[src/hdl/bag_pkg.sv]
// Shared widths, constants and controller/datapath interface types for the
// Bruck all-gather schedule unit. No dependencies.
package bag_pkg;

  // Field widths fixed by the interface.
  localparam int RANKS_W = 7;   // rank count register, internal rank/block values
  localparam int RANK_W  = 6;   // rank and block fields on the ports
  localparam int STEP_W  = 3;   // step number
  localparam int LOG_W   = 3;   // ceil(log2 p), at most 7
  localparam int POW_W   = 8;   // 2^k and stride masks, at most 128

  // Lowest legal rank count; smaller writes are clamped up to it.
  localparam logic [RANKS_W-1:0] MIN_RANKS = RANKS_W'(2);

  // Most block beats that one step can produce.
  localparam int MAX_OUT = 32;
  localparam int CNT_W   = $clog2(MAX_OUT + 1);

  // Configuration register indexes.
  localparam int CFG_IDX_W = 1;
  localparam logic [CFG_IDX_W-1:0] CFG_NUM_RANKS = 1'b0;
  localparam logic [CFG_IDX_W-1:0] CFG_MY_RANK   = 1'b1;

  // Commands from the controller to the datapath.
  typedef struct packed {
    logic load;    // latch step, rank count and rank
    logic reduce;  // one subtract of the rank-modulo-p reduction
    logic setup;   // derive peers, masks and scan start points
    logic scan;    // examine one block
    logic finish;  // deliver the final beat
  } cmd_t;

  // Status from the datapath to the controller.
  typedef struct packed {
    logic mod_done;      // rank is below p
    logic step_invalid;  // step is not below k
    logic scan_done;     // last block examined this cycle
    logic fin_done;      // final beat written to the output register
  } sts_t;

endpackage

[src/hdl/bruck_allgather_schedule_unit.sv]
// Bruck all-gather schedule unit: takes a step number and returns the send
// and receive peers and the ascending list of blocks to send, one per output
// beat, with last set on the final beat. The rank is reduced modulo p by one
// subtraction per cycle, then the block scan examines one block per cycle,
// unless a found block must wait for the output register, up to the last of the p
// blocks or the MAX_OUT-th block found; then the final beat goes out. A step
// that is not below ceil(log2 p) skips the scan. A new step is taken once the
// previous one's final beat is in the output register, even before it is read.
// Depends on bag_pkg, bag_ctrl and bag_dp.
module bruck_allgather_schedule_unit #(
  parameter int MAX_RANKS = 64
) (
  input  logic                             clk_i,
  input  logic                             rst_ni,
  // Configuration writes.
  input  logic                             cfg_we_i,
  input  logic [bag_pkg::CFG_IDX_W-1:0]    cfg_index_i,
  input  logic [bag_pkg::RANKS_W-1:0]      cfg_data_i,
  // Step requests.
  input  logic                             in_valid_i,
  output logic                             in_ready_o,
  input  logic [bag_pkg::STEP_W-1:0]       step_i,
  // Schedule beats.
  output logic                             out_valid_o,
  input  logic                             out_ready_i,
  output logic [bag_pkg::RANK_W-1:0]       block_index_o,
  output logic                             has_block_o,
  output logic                             last_o,
  output logic [bag_pkg::RANK_W-1:0]       send_peer_o,
  output logic [bag_pkg::RANK_W-1:0]       recv_peer_o,
  output logic                             step_invalid_o
);

  localparam int PW       = bag_pkg::RANKS_W;
  localparam int PCAP     = (MAX_RANKS > (2 ** PW) - 1) ? (2 ** PW) - 1 : MAX_RANKS;
  localparam logic [PW-1:0] P_CAP = PW'(PCAP);

  logic [PW-1:0]              num_ranks_q;
  logic [bag_pkg::RANK_W-1:0] my_rank_q;
  logic [PW-1:0]              ranks_eff;

  bag_pkg::cmd_t cmd;
  bag_pkg::sts_t sts;

  // Configuration registers.
  always_ff @(posedge clk_i or negedge rst_ni) begin
    if (!rst_ni) begin
      num_ranks_q <= bag_pkg::MIN_RANKS;
      my_rank_q   <= '0;
    end else if (cfg_we_i) begin
      unique case (cfg_index_i)
        bag_pkg::CFG_NUM_RANKS: num_ranks_q <= cfg_data_i;
        bag_pkg::CFG_MY_RANK:   my_rank_q   <= cfg_data_i[bag_pkg::RANK_W-1:0];
        default: ;
      endcase
    end
  end

  // Rank count clamped to the supported range.
  always_comb begin
    if (num_ranks_q < bag_pkg::MIN_RANKS) begin
      ranks_eff = bag_pkg::MIN_RANKS;
    end else if (num_ranks_q > P_CAP) begin
      ranks_eff = P_CAP;
    end else begin
      ranks_eff = num_ranks_q;
    end
  end

  bag_ctrl u_ctrl (
    .clk_i      (clk_i),
    .rst_ni     (rst_ni),
    .in_valid_i (in_valid_i),
    .in_ready_o (in_ready_o),
    .sts_i      (sts),
    .cmd_o      (cmd)
  );

  bag_dp u_dp (
    .clk_i          (clk_i),
    .rst_ni         (rst_ni),
    .cmd_i          (cmd),
    .sts_o          (sts),
    .step_i         (step_i),
    .ranks_i        (ranks_eff),
    .my_rank_i      (my_rank_q),
    .out_valid_o    (out_valid_o),
    .out_ready_i    (out_ready_i),
    .block_index_o  (block_index_o),
    .has_block_o    (has_block_o),
    .last_o         (last_o),
    .send_peer_o    (send_peer_o),
    .recv_peer_o    (recv_peer_o),
    .step_invalid_o (step_invalid_o)
  );

endmodule

[src/hdl/bag_ctrl.sv]
// Sequencing state machine of the Bruck all-gather schedule unit.
// Depends on bag_pkg for the command and status types.
module bag_ctrl (
  input  logic          clk_i,
  input  logic          rst_ni,
  input  logic          in_valid_i,
  output logic          in_ready_o,
  input  bag_pkg::sts_t sts_i,
  output bag_pkg::cmd_t cmd_o
);

  typedef enum logic [2:0] {
    ST_IDLE,
    ST_MOD,
    ST_SETUP,
    ST_SCAN,
    ST_FINISH
  } state_e;

  state_e state_q, state_d;

  // Next state follows the datapath status.
  always_comb begin
    state_d = state_q;
    unique case (state_q)
      ST_IDLE:   if (in_valid_i) state_d = ST_MOD;
      ST_MOD:    if (sts_i.mod_done) state_d = ST_SETUP;
      ST_SETUP:  state_d = sts_i.step_invalid ? ST_FINISH : ST_SCAN;
      ST_SCAN:   if (sts_i.scan_done) state_d = ST_FINISH;
      ST_FINISH: if (sts_i.fin_done) state_d = ST_IDLE;
      default:   state_d = ST_IDLE;
    endcase
  end

  // State register.
  always_ff @(posedge clk_i or negedge rst_ni) begin
    if (!rst_ni) begin
      state_q <= ST_IDLE;
    end else begin
      state_q <= state_d;
    end
  end

  // Commands are decoded from the current state, load also from in_valid_i.
  always_comb begin
    cmd_o        = '0;
    cmd_o.load   = (state_q == ST_IDLE) && in_valid_i;
    cmd_o.reduce = (state_q == ST_MOD);
    cmd_o.setup  = (state_q == ST_SETUP);
    cmd_o.scan   = (state_q == ST_SCAN);
    cmd_o.finish = (state_q == ST_FINISH);
  end

  assign in_ready_o = (state_q == ST_IDLE);

endmodule

[src/hdl/bag_dp.sv]
// Datapath of the Bruck all-gather schedule unit: rank reduction, peer and
// stride math, the block scan with its one-entry hold stage and the output register.
// Depends on bag_pkg for widths and the command and status types.
module bag_dp (
  input  logic                          clk_i,
  input  logic                          rst_ni,
  input  bag_pkg::cmd_t                 cmd_i,
  output bag_pkg::sts_t                 sts_o,
  input  logic [bag_pkg::STEP_W-1:0]    step_i,
  input  logic [bag_pkg::RANKS_W-1:0]   ranks_i,
  input  logic [bag_pkg::RANK_W-1:0]    my_rank_i,
  output logic                          out_valid_o,
  input  logic                          out_ready_i,
  output logic [bag_pkg::RANK_W-1:0]    block_index_o,
  output logic                          has_block_o,
  output logic                          last_o,
  output logic [bag_pkg::RANK_W-1:0]    send_peer_o,
  output logic [bag_pkg::RANK_W-1:0]    recv_peer_o,
  output logic                          step_invalid_o
);

  localparam int PW = bag_pkg::RANKS_W;
  localparam int QW = bag_pkg::POW_W;
  localparam int KW = bag_pkg::LOG_W;
  localparam int CW = bag_pkg::CNT_W;

  // Number of bits needed to hold p-1, i.e. ceil(log2 p).
  function automatic logic [KW-1:0] ceil_log2(input logic [PW-1:0] p);
    logic [PW-1:0] pm1;
    logic [KW-1:0] k;
    pm1 = p - PW'(1);
    k   = '0;
    for (int b = 0; b < PW; b++) begin
      if (pm1[b]) k = KW'(b + 1);
    end
    return k;
  endfunction

  // A rank holds the block at distance d (mod p) from itself when d or d+p is
  // a multiple of the stride below 2^k.
  function automatic logic held(input logic [PW-1:0] d, input logic [PW-1:0] p,
                                input logic [QW-1:0] smask, input logic [QW-1:0] pow2k);
    logic [QW-1:0] dx;
    logic [QW-1:0] wrap;
    dx   = QW'(d);
    wrap = dx + QW'(p);
    return ((dx & smask) == '0) || ((wrap < pow2k) && ((wrap & smask) == '0));
  endfunction

  logic [bag_pkg::STEP_W-1:0] step_q;
  logic [PW-1:0] p_q, rank_q;
  logic [KW-1:0] k_q;
  logic [QW-1:0] smask_q, pow2k_q;
  logic [PW-1:0] d_src_q, d_dst_q, idx_q, pend_blk_q;
  logic [PW-1:0] send_q, recv_q;
  logic [CW-1:0] cnt_q;
  logic          pend_valid_q;

  logic                       out_valid_q, out_has_q, out_last_q, out_inv_q;
  logic [bag_pkg::RANK_W-1:0] out_blk_q, out_send_q, out_recv_q;

  // Setup arithmetic: hop = 2^(k-s-1), stride = 2^(k-s).
  logic [KW-1:0] ks;
  logic [PW-1:0] hop;
  logic [QW-1:0] stride;
  logic [QW-1:0] rp_sum;
  logic [PW-1:0] sp, rp, d_src0, d_dst0;
  logic          invalid;

  always_comb begin
    invalid = (KW'(step_q) >= k_q);
    ks      = k_q - KW'(step_q);
    hop     = PW'(1) << (ks - KW'(1));
    stride  = QW'(1) << ks;
    rp_sum  = QW'(rank_q) + QW'(hop);
    rp      = (rp_sum >= QW'(p_q)) ? PW'(rp_sum - QW'(p_q)) : PW'(rp_sum);
    sp      = (rank_q >= hop) ? (rank_q - hop) : (rank_q + p_q - hop);
    d_src0  = (rank_q == '0) ? '0 : (p_q - rank_q);
    d_dst0  = (hop >= rank_q) ? (hop - rank_q) : (hop + p_q - rank_q);
  end

  // Scan decisions for the current block.
  logic out_free, qual, need_push, stall, scan_last, push_scan, push_fin;
  logic [PW-1:0] d_src_nx, d_dst_nx;

  always_comb begin
    out_free  = !out_valid_q || out_ready_i;
    qual      = held(d_src_q, p_q, smask_q, pow2k_q) && !held(d_dst_q, p_q, smask_q, pow2k_q);
    need_push = qual && pend_valid_q;
    stall     = need_push && !out_free;
    scan_last = (idx_q == p_q - PW'(1)) || (qual && (cnt_q == CW'(bag_pkg::MAX_OUT - 1)));
    push_scan = cmd_i.scan && need_push && out_free;
    push_fin  = cmd_i.finish && out_free;
    d_src_nx  = (d_src_q == p_q - PW'(1)) ? '0 : (d_src_q + PW'(1));
    d_dst_nx  = (d_dst_q == p_q - PW'(1)) ? '0 : (d_dst_q + PW'(1));
  end

  always_comb begin
    sts_o              = '0;
    sts_o.mod_done     = (rank_q < p_q);
    sts_o.step_invalid = invalid;
    sts_o.scan_done    = cmd_i.scan && !stall && scan_last;
    sts_o.fin_done     = push_fin;
  end

  // Working registers of one step; payload only, no reset needed.
  always_ff @(posedge clk_i) begin
    if (cmd_i.load) begin
      step_q <= step_i;
      p_q    <= ranks_i;
      k_q    <= ceil_log2(ranks_i);
      rank_q <= PW'(my_rank_i);
    end
    if (cmd_i.reduce && (rank_q >= p_q)) begin
      rank_q <= rank_q - p_q;
    end
    if (cmd_i.setup) begin
      smask_q <= stride - QW'(1);
      pow2k_q <= QW'(1) << k_q;
      d_src_q <= d_src0;
      d_dst_q <= d_dst0;
      idx_q   <= '0;
      cnt_q   <= '0;
      send_q  <= invalid ? '0 : sp;
      recv_q  <= invalid ? '0 : rp;
    end
    if (cmd_i.scan && !stall) begin
      idx_q   <= idx_q + PW'(1);
      d_src_q <= d_src_nx;
      d_dst_q <= d_dst_nx;
      if (qual) begin
        pend_blk_q <= idx_q;
        cnt_q      <= cnt_q + CW'(1);
      end
    end
  end

  // Hold-stage valid bit: a found block waits until the next one, or the end
  // of the scan, tells whether it is the last.
  always_ff @(posedge clk_i or negedge rst_ni) begin
    if (!rst_ni) begin
      pend_valid_q <= 1'b0;
    end else if (cmd_i.setup) begin
      pend_valid_q <= 1'b0;
    end else if (cmd_i.scan && !stall && qual) begin
      pend_valid_q <= 1'b1;
    end
  end

  // Output register valid.
  always_ff @(posedge clk_i or negedge rst_ni) begin
    if (!rst_ni) begin
      out_valid_q <= 1'b0;
    end else if (push_scan || push_fin) begin
      out_valid_q <= 1'b1;
    end else if (out_ready_i) begin
      out_valid_q <= 1'b0;
    end
  end

  // Output register payload.
  always_ff @(posedge clk_i) begin
    if (push_scan || push_fin) begin
      out_blk_q  <= (push_scan || pend_valid_q) ? pend_blk_q[bag_pkg::RANK_W-1:0] : '0;
      out_has_q  <= push_scan || pend_valid_q;
      out_last_q <= push_fin;
      out_send_q <= send_q[bag_pkg::RANK_W-1:0];
      out_recv_q <= recv_q[bag_pkg::RANK_W-1:0];
      out_inv_q  <= cmd_i.finish && invalid;
    end
  end

  assign out_valid_o    = out_valid_q;
  assign block_index_o  = out_blk_q;
  assign has_block_o    = out_has_q;
  assign last_o         = out_last_q;
  assign send_peer_o    = out_send_q;
  assign recv_peer_o    = out_recv_q;
  assign step_invalid_o = out_inv_q;

  // A held block has always been counted.
  a_pend_counted: assert property (@(posedge clk_i) disable iff (!rst_ni)
    pend_valid_q |-> (cnt_q != '0))
    else $error("held block without a count");

  // Distance counters stay reduced modulo p while scanning.
  a_dist_range: assert property (@(posedge clk_i) disable iff (!rst_ni)
    cmd_i.scan |-> ((d_src_q < p_q) && (d_dst_q < p_q)))
    else $error("scan distance out of range");

  // An empty beat always closes its step.
  a_empty_last: assert property (@(posedge clk_i) disable iff (!rst_ni)
    (out_valid_q && !out_has_q) |-> out_last_q)
    else $error("empty beat without last");

  // An invalid step yields one empty beat with zero peers.
  a_invalid_beat: assert property (@(posedge clk_i) disable iff (!rst_ni)
    (out_valid_q && out_inv_q) |->
      (!out_has_q && out_last_q && (out_send_q == '0) && (out_recv_q == '0)))
    else $error("malformed invalid-step beat");

endmodule

[config.mk]
export PLATFORM = sky130hd
export DESIGN_NAME = bruck_allgather_schedule_unit
export DESIGN_NICKNAME = d
export VERILOG_FILES = /design/src/hdl/bag_pkg.sv /design/src/hdl/bruck_allgather_schedule_unit.sv /design/src/hdl/bag_ctrl.sv /design/src/hdl/bag_dp.sv
export SDC_FILE = /design/constraint.sdc
export NUM_CORES = 1
export LEC_CHECK = 0
export BUFFER_PORTS_ARGS = -buffer_cell sky130_fd_sc_hd__buf_2
export CORE_MARGIN = 1
export CORE_UTILIZATION = 35
export CTS_BUF_LIST = sky130_fd_sc_hd__clkbuf_4
export CTS_CLUSTER_DIAMETER = 150
export DETAILED_ROUTE_END_ITERATION = 6
export GPL_ROUTABILITY_DRIVEN = 0
export SETUP_SLACK_MARGIN = 0.5
export SLEW_MARGIN = 20
export SYNTH_ARGS = -nofsm -noshare
export SYNTH_HDL_FRONTEND = slang
export SYNTH_SLANG_ARGS = --single-unit
export TNS_END_PERCENT = 10
[constraint.sdc]
create_clock -name clk_i -period 5.8 [get_ports clk_i]
set_input_delay 0.58 -clock clk_i [delete_from_list [all_inputs] [get_ports clk_i]]
set_output_delay 0.58 -clock clk_i [all_outputs]
set_load 0.02 [all_outputs]
==> flow_metrics.py <==
metrics = {
    "floorplan": {
        "die_area_mm2": 0.0259,
        "ios": 39,
        "fp.dieH_um": 161,
        "fp.dieW_um": 161,
        "start_util_pct": 36.0,
        "coreArea_mm2": 0.0245,
        "std_cell_rows": 57,
    },
    "cells_and_area": {
        "drive_above_1_share_pct": 13.0,
        "fin_area_mm2": 0.00976,
        "layout_common_cells": "edfxtp_1 (96), ha_1 (92), inv_1 (79), nor2_1 (55), xnor2_1 (49)",
        "syn_to_final_growth_pct": 10.4,
        "nets": 1037,
        "layout.cells.most_common": "edfxtp_1",
        "finish.utilization_pct": 39.8,
    },
    "synthesis": {
        "synth_edf_count": 96,
        "synth_flop_cell": "edfxtp_1",
        "netlist.area_leader.share_pct": 32.6,
        "yosysWarnings": 0,
        "avgSynthCellArea_um2": 10.3,
        "synth_top_area_cell": "edfxtp_1",
        "ys_ff_latch": 120,
        "synth-seq-area-share_pct": 39.1,
        "synth.net_count": 989,
        "synthesis.instances": 861,
        "async_reset_ff_share_pct": 15.0,
        "netlist_area_mm2": 0.00884,
        "synth_area_leaders": "edfxtp_1 (33%), ha_1 (13%), xnor2_1 (5.0%)",
        "synthDistinctLibCells": 64,
    },
    "worst_setup_path": {
        "cp-end-kind": "flip-flop",
        "crit_type": "reg -> reg",
        "required_ps": 6090,
        "cp-startpoint": "u_dp.k_q[0]",
        "cp.arrival_ps": 5080,
        "crit_fanout": 6,
        "worstReg2RegStart": "u_dp.k_q[0]",
        "worst-r2r-setup-slack_ps": 1000,
        "endpoint": "u_dp.d_dst_q[6]",
        "start_kind": "flip-flop",
        "r2r_cells": 18,
        "r2r_end": "u_dp.d_dst_q[6]",
    },
    "timing": {
        "finalClockSkew_ps": 22.4,
        "period_needed_ps": 4800,
        "hold_viol_final": 0,
        "report.final.slew_viol_count": 0,
        "finalSetupViolCount": 0,
        "rsz0062_at_grt": "false",
        "timing.setup.tns_ps": 0,
        "fmax_mhz": 208,
        "hold_ws_ps": 197,
        "relSlewSlack_pct": 41.5,
        "worst_pin_slew_ps": 873,
        "fin_crit_sh_pct": 82.7,
    },
    "global_routing": {
        "grt_max_degree": 38,
        "grt_overflow_total": 0,
        "grt_usage_pct": 16.8,
        "grt_pass1_wl_um": 33600,
        "grt_pass1_vias": 6313,
        "antenna_found_initial": 1,
    },
    "cts": {
        "clock_latency_ps": 550,
        "cts.sinks": 120,
        "ctsHtreeMaxLevel": 4,
        "clock_path_buffers": 2,
        "tritoncts": "yes",
        "numCtsBuffers": 17,
        "path_clk_slew_ps": 110,
        "cts_root_buffer": "clkbuf_4",
    },
    "detailed_routing": {
        "wl_per_cell_um": 16.6,
        "drcViolationCount": 0,
        "detail_route.iter0.violations": 401,
        "routed-via-count": 6382,
        "ant_nets": 0,
        "dr.pass1.iters": 5,
        "viasPerCell": 5.12,
        "totalWireLength_um": 20700,
    },
    "place": {
        "postPlaceCellArea_mm2": 0.00942,
        "port_buffers": 38,
        "hpwl_um": 15700,
    },
    "status": {
        "status": "finished clean",
    },
    "worst_hold_path": {
        "hold_path.class": "in -> reg",
    },
    "run": {
        "max_cap_viol_count": 0,
    },
}
-- state kept, by name, indices dropped and copies added (netlist names), 7 cells and up --
register / cells
u_dp.d_dst_q: 7
num_ranks_q: 7
u_dp.p_q: 7
u_dp.smask_q: 8
u_dp.rank_q: 7
u_dp.d_src_q: 7
u_dp.pow2k_q: 8
u_dp.idx_q: 7
-- cells in the mapped netlist (4+ instances only) --
cell type	n
a211oi_1	5
a21o_1	31
a21oi_1	48
a22oi_1	7
a32oi_1	4
and2_1	11
and3_1	15
clkbuf_1	20
dfrtp_1	17
dfxtp_1	6
edfxtp_1	96
fa_1	20
ha_1	92
inv_1	79
mux2_2	18
mux2i_1	7
nand2_1	36
nand2b_1	14
nand3_1	22
nand4_1	9
nor2_1	56
nor2b_1	17
nor3_1	21
nor3b_1	5
nor4_1	5
o21a_1	4
o21ai_0	39
o21bai_1	5
o31ai_1	9
xnor2_1	50
xor2_1	38
-- per-stage QoR --
stage,setup WS (ps),instances
6_report,1000,1247
5_1_grt,549,1247
4_1_cts,710,1243
3_5_place_dp,748,1210
3_3_place_gp,845,1210
2_1_floorplan,741,861
-- critical path, cell delays in order, from the launching register on --
cell and delay [ps]:
edfxtp_1 450, inv_1 120, ha_1 180, inv_1 60, fa_1 400, xnor2_2 270, nand3_1 110, buf_4 200
inv_1 160, fa_1 540, fa_1 460, nor2b_1 170, o21ai_0 120, a21oi_1 310, nor4_1 90, a311oi_1 440
mux2i_1 200, xnor2_1 170, a21oi_1 80
-- metal layers --
layer | vias up | global-route usage (%) | wire [um] | part of all wire [%]
met3 | 27 | 3.49 | 991 | 4.8
met4 | 0 | 5.40 | 395 | 1.9
met1 | 3012 | 22.2 | 9560 | 46
met2 | 173 | 27.4 | 9760 | 47
li1 | 3170 | - | - | -
met5 | - | 0 | 0 | 0
-- repair_timing --
action	CTS	global route
gates resized for setup	0	2
hold buffers	1	0
hold endpoints to repair	17	0
setup endpoints to repair	0	7
buffers inserted	0	3
-- how the worst min path moves through the flow --
stage                   startpoint             endpoint  depth (start not counted)
CTS                      step_i[1]       u_dp.step_q[1]                          1
detailed placement  u_dp.send_q[2]  u_dp.send_peer_o[2]                          0
global route             step_i[1]       u_dp.step_q[1]                          1
finish                   step_i[2]       u_dp.step_q[2]                          1
global placement    u_dp.send_q[5]  u_dp.send_peer_o[5]                          0
floorplan                   rst_ni         my_rank_q[0]                          0
-- cell type report --
class                           instances  area [um^2]
Sequential cell                       120         3450
Clock inverter                         12          128
Inverter                               80          300
Timing Repair Buffer                   53          305
Antenna cell                            1         2.50
Clock buffer                           20          150
Fill cell                            2413        14800
Multi-Input combinational cell        637         5010
Tap cell                              324          405
-- logic make-up after synthesis --
| family | count (synthesis) | share of synthesized area [%] |
|---|---|---|
| flops | 120 | 39.1 |
| buf+inv | 104 | 4.53 |
| simple gates | 229 | 13.3 |
| mux | 25 | 3.09 |
| xor+xnor | 88 | 8.72 |
| fa+ha+maj | 112 | 17.6 |
| other cells | 1 | 0.0424 |
| compound gates | 182 | 13.6 |
Power is not shown: default switching activity piles up to over one toggle a cycle in this logic, so the estimate is an artifact.
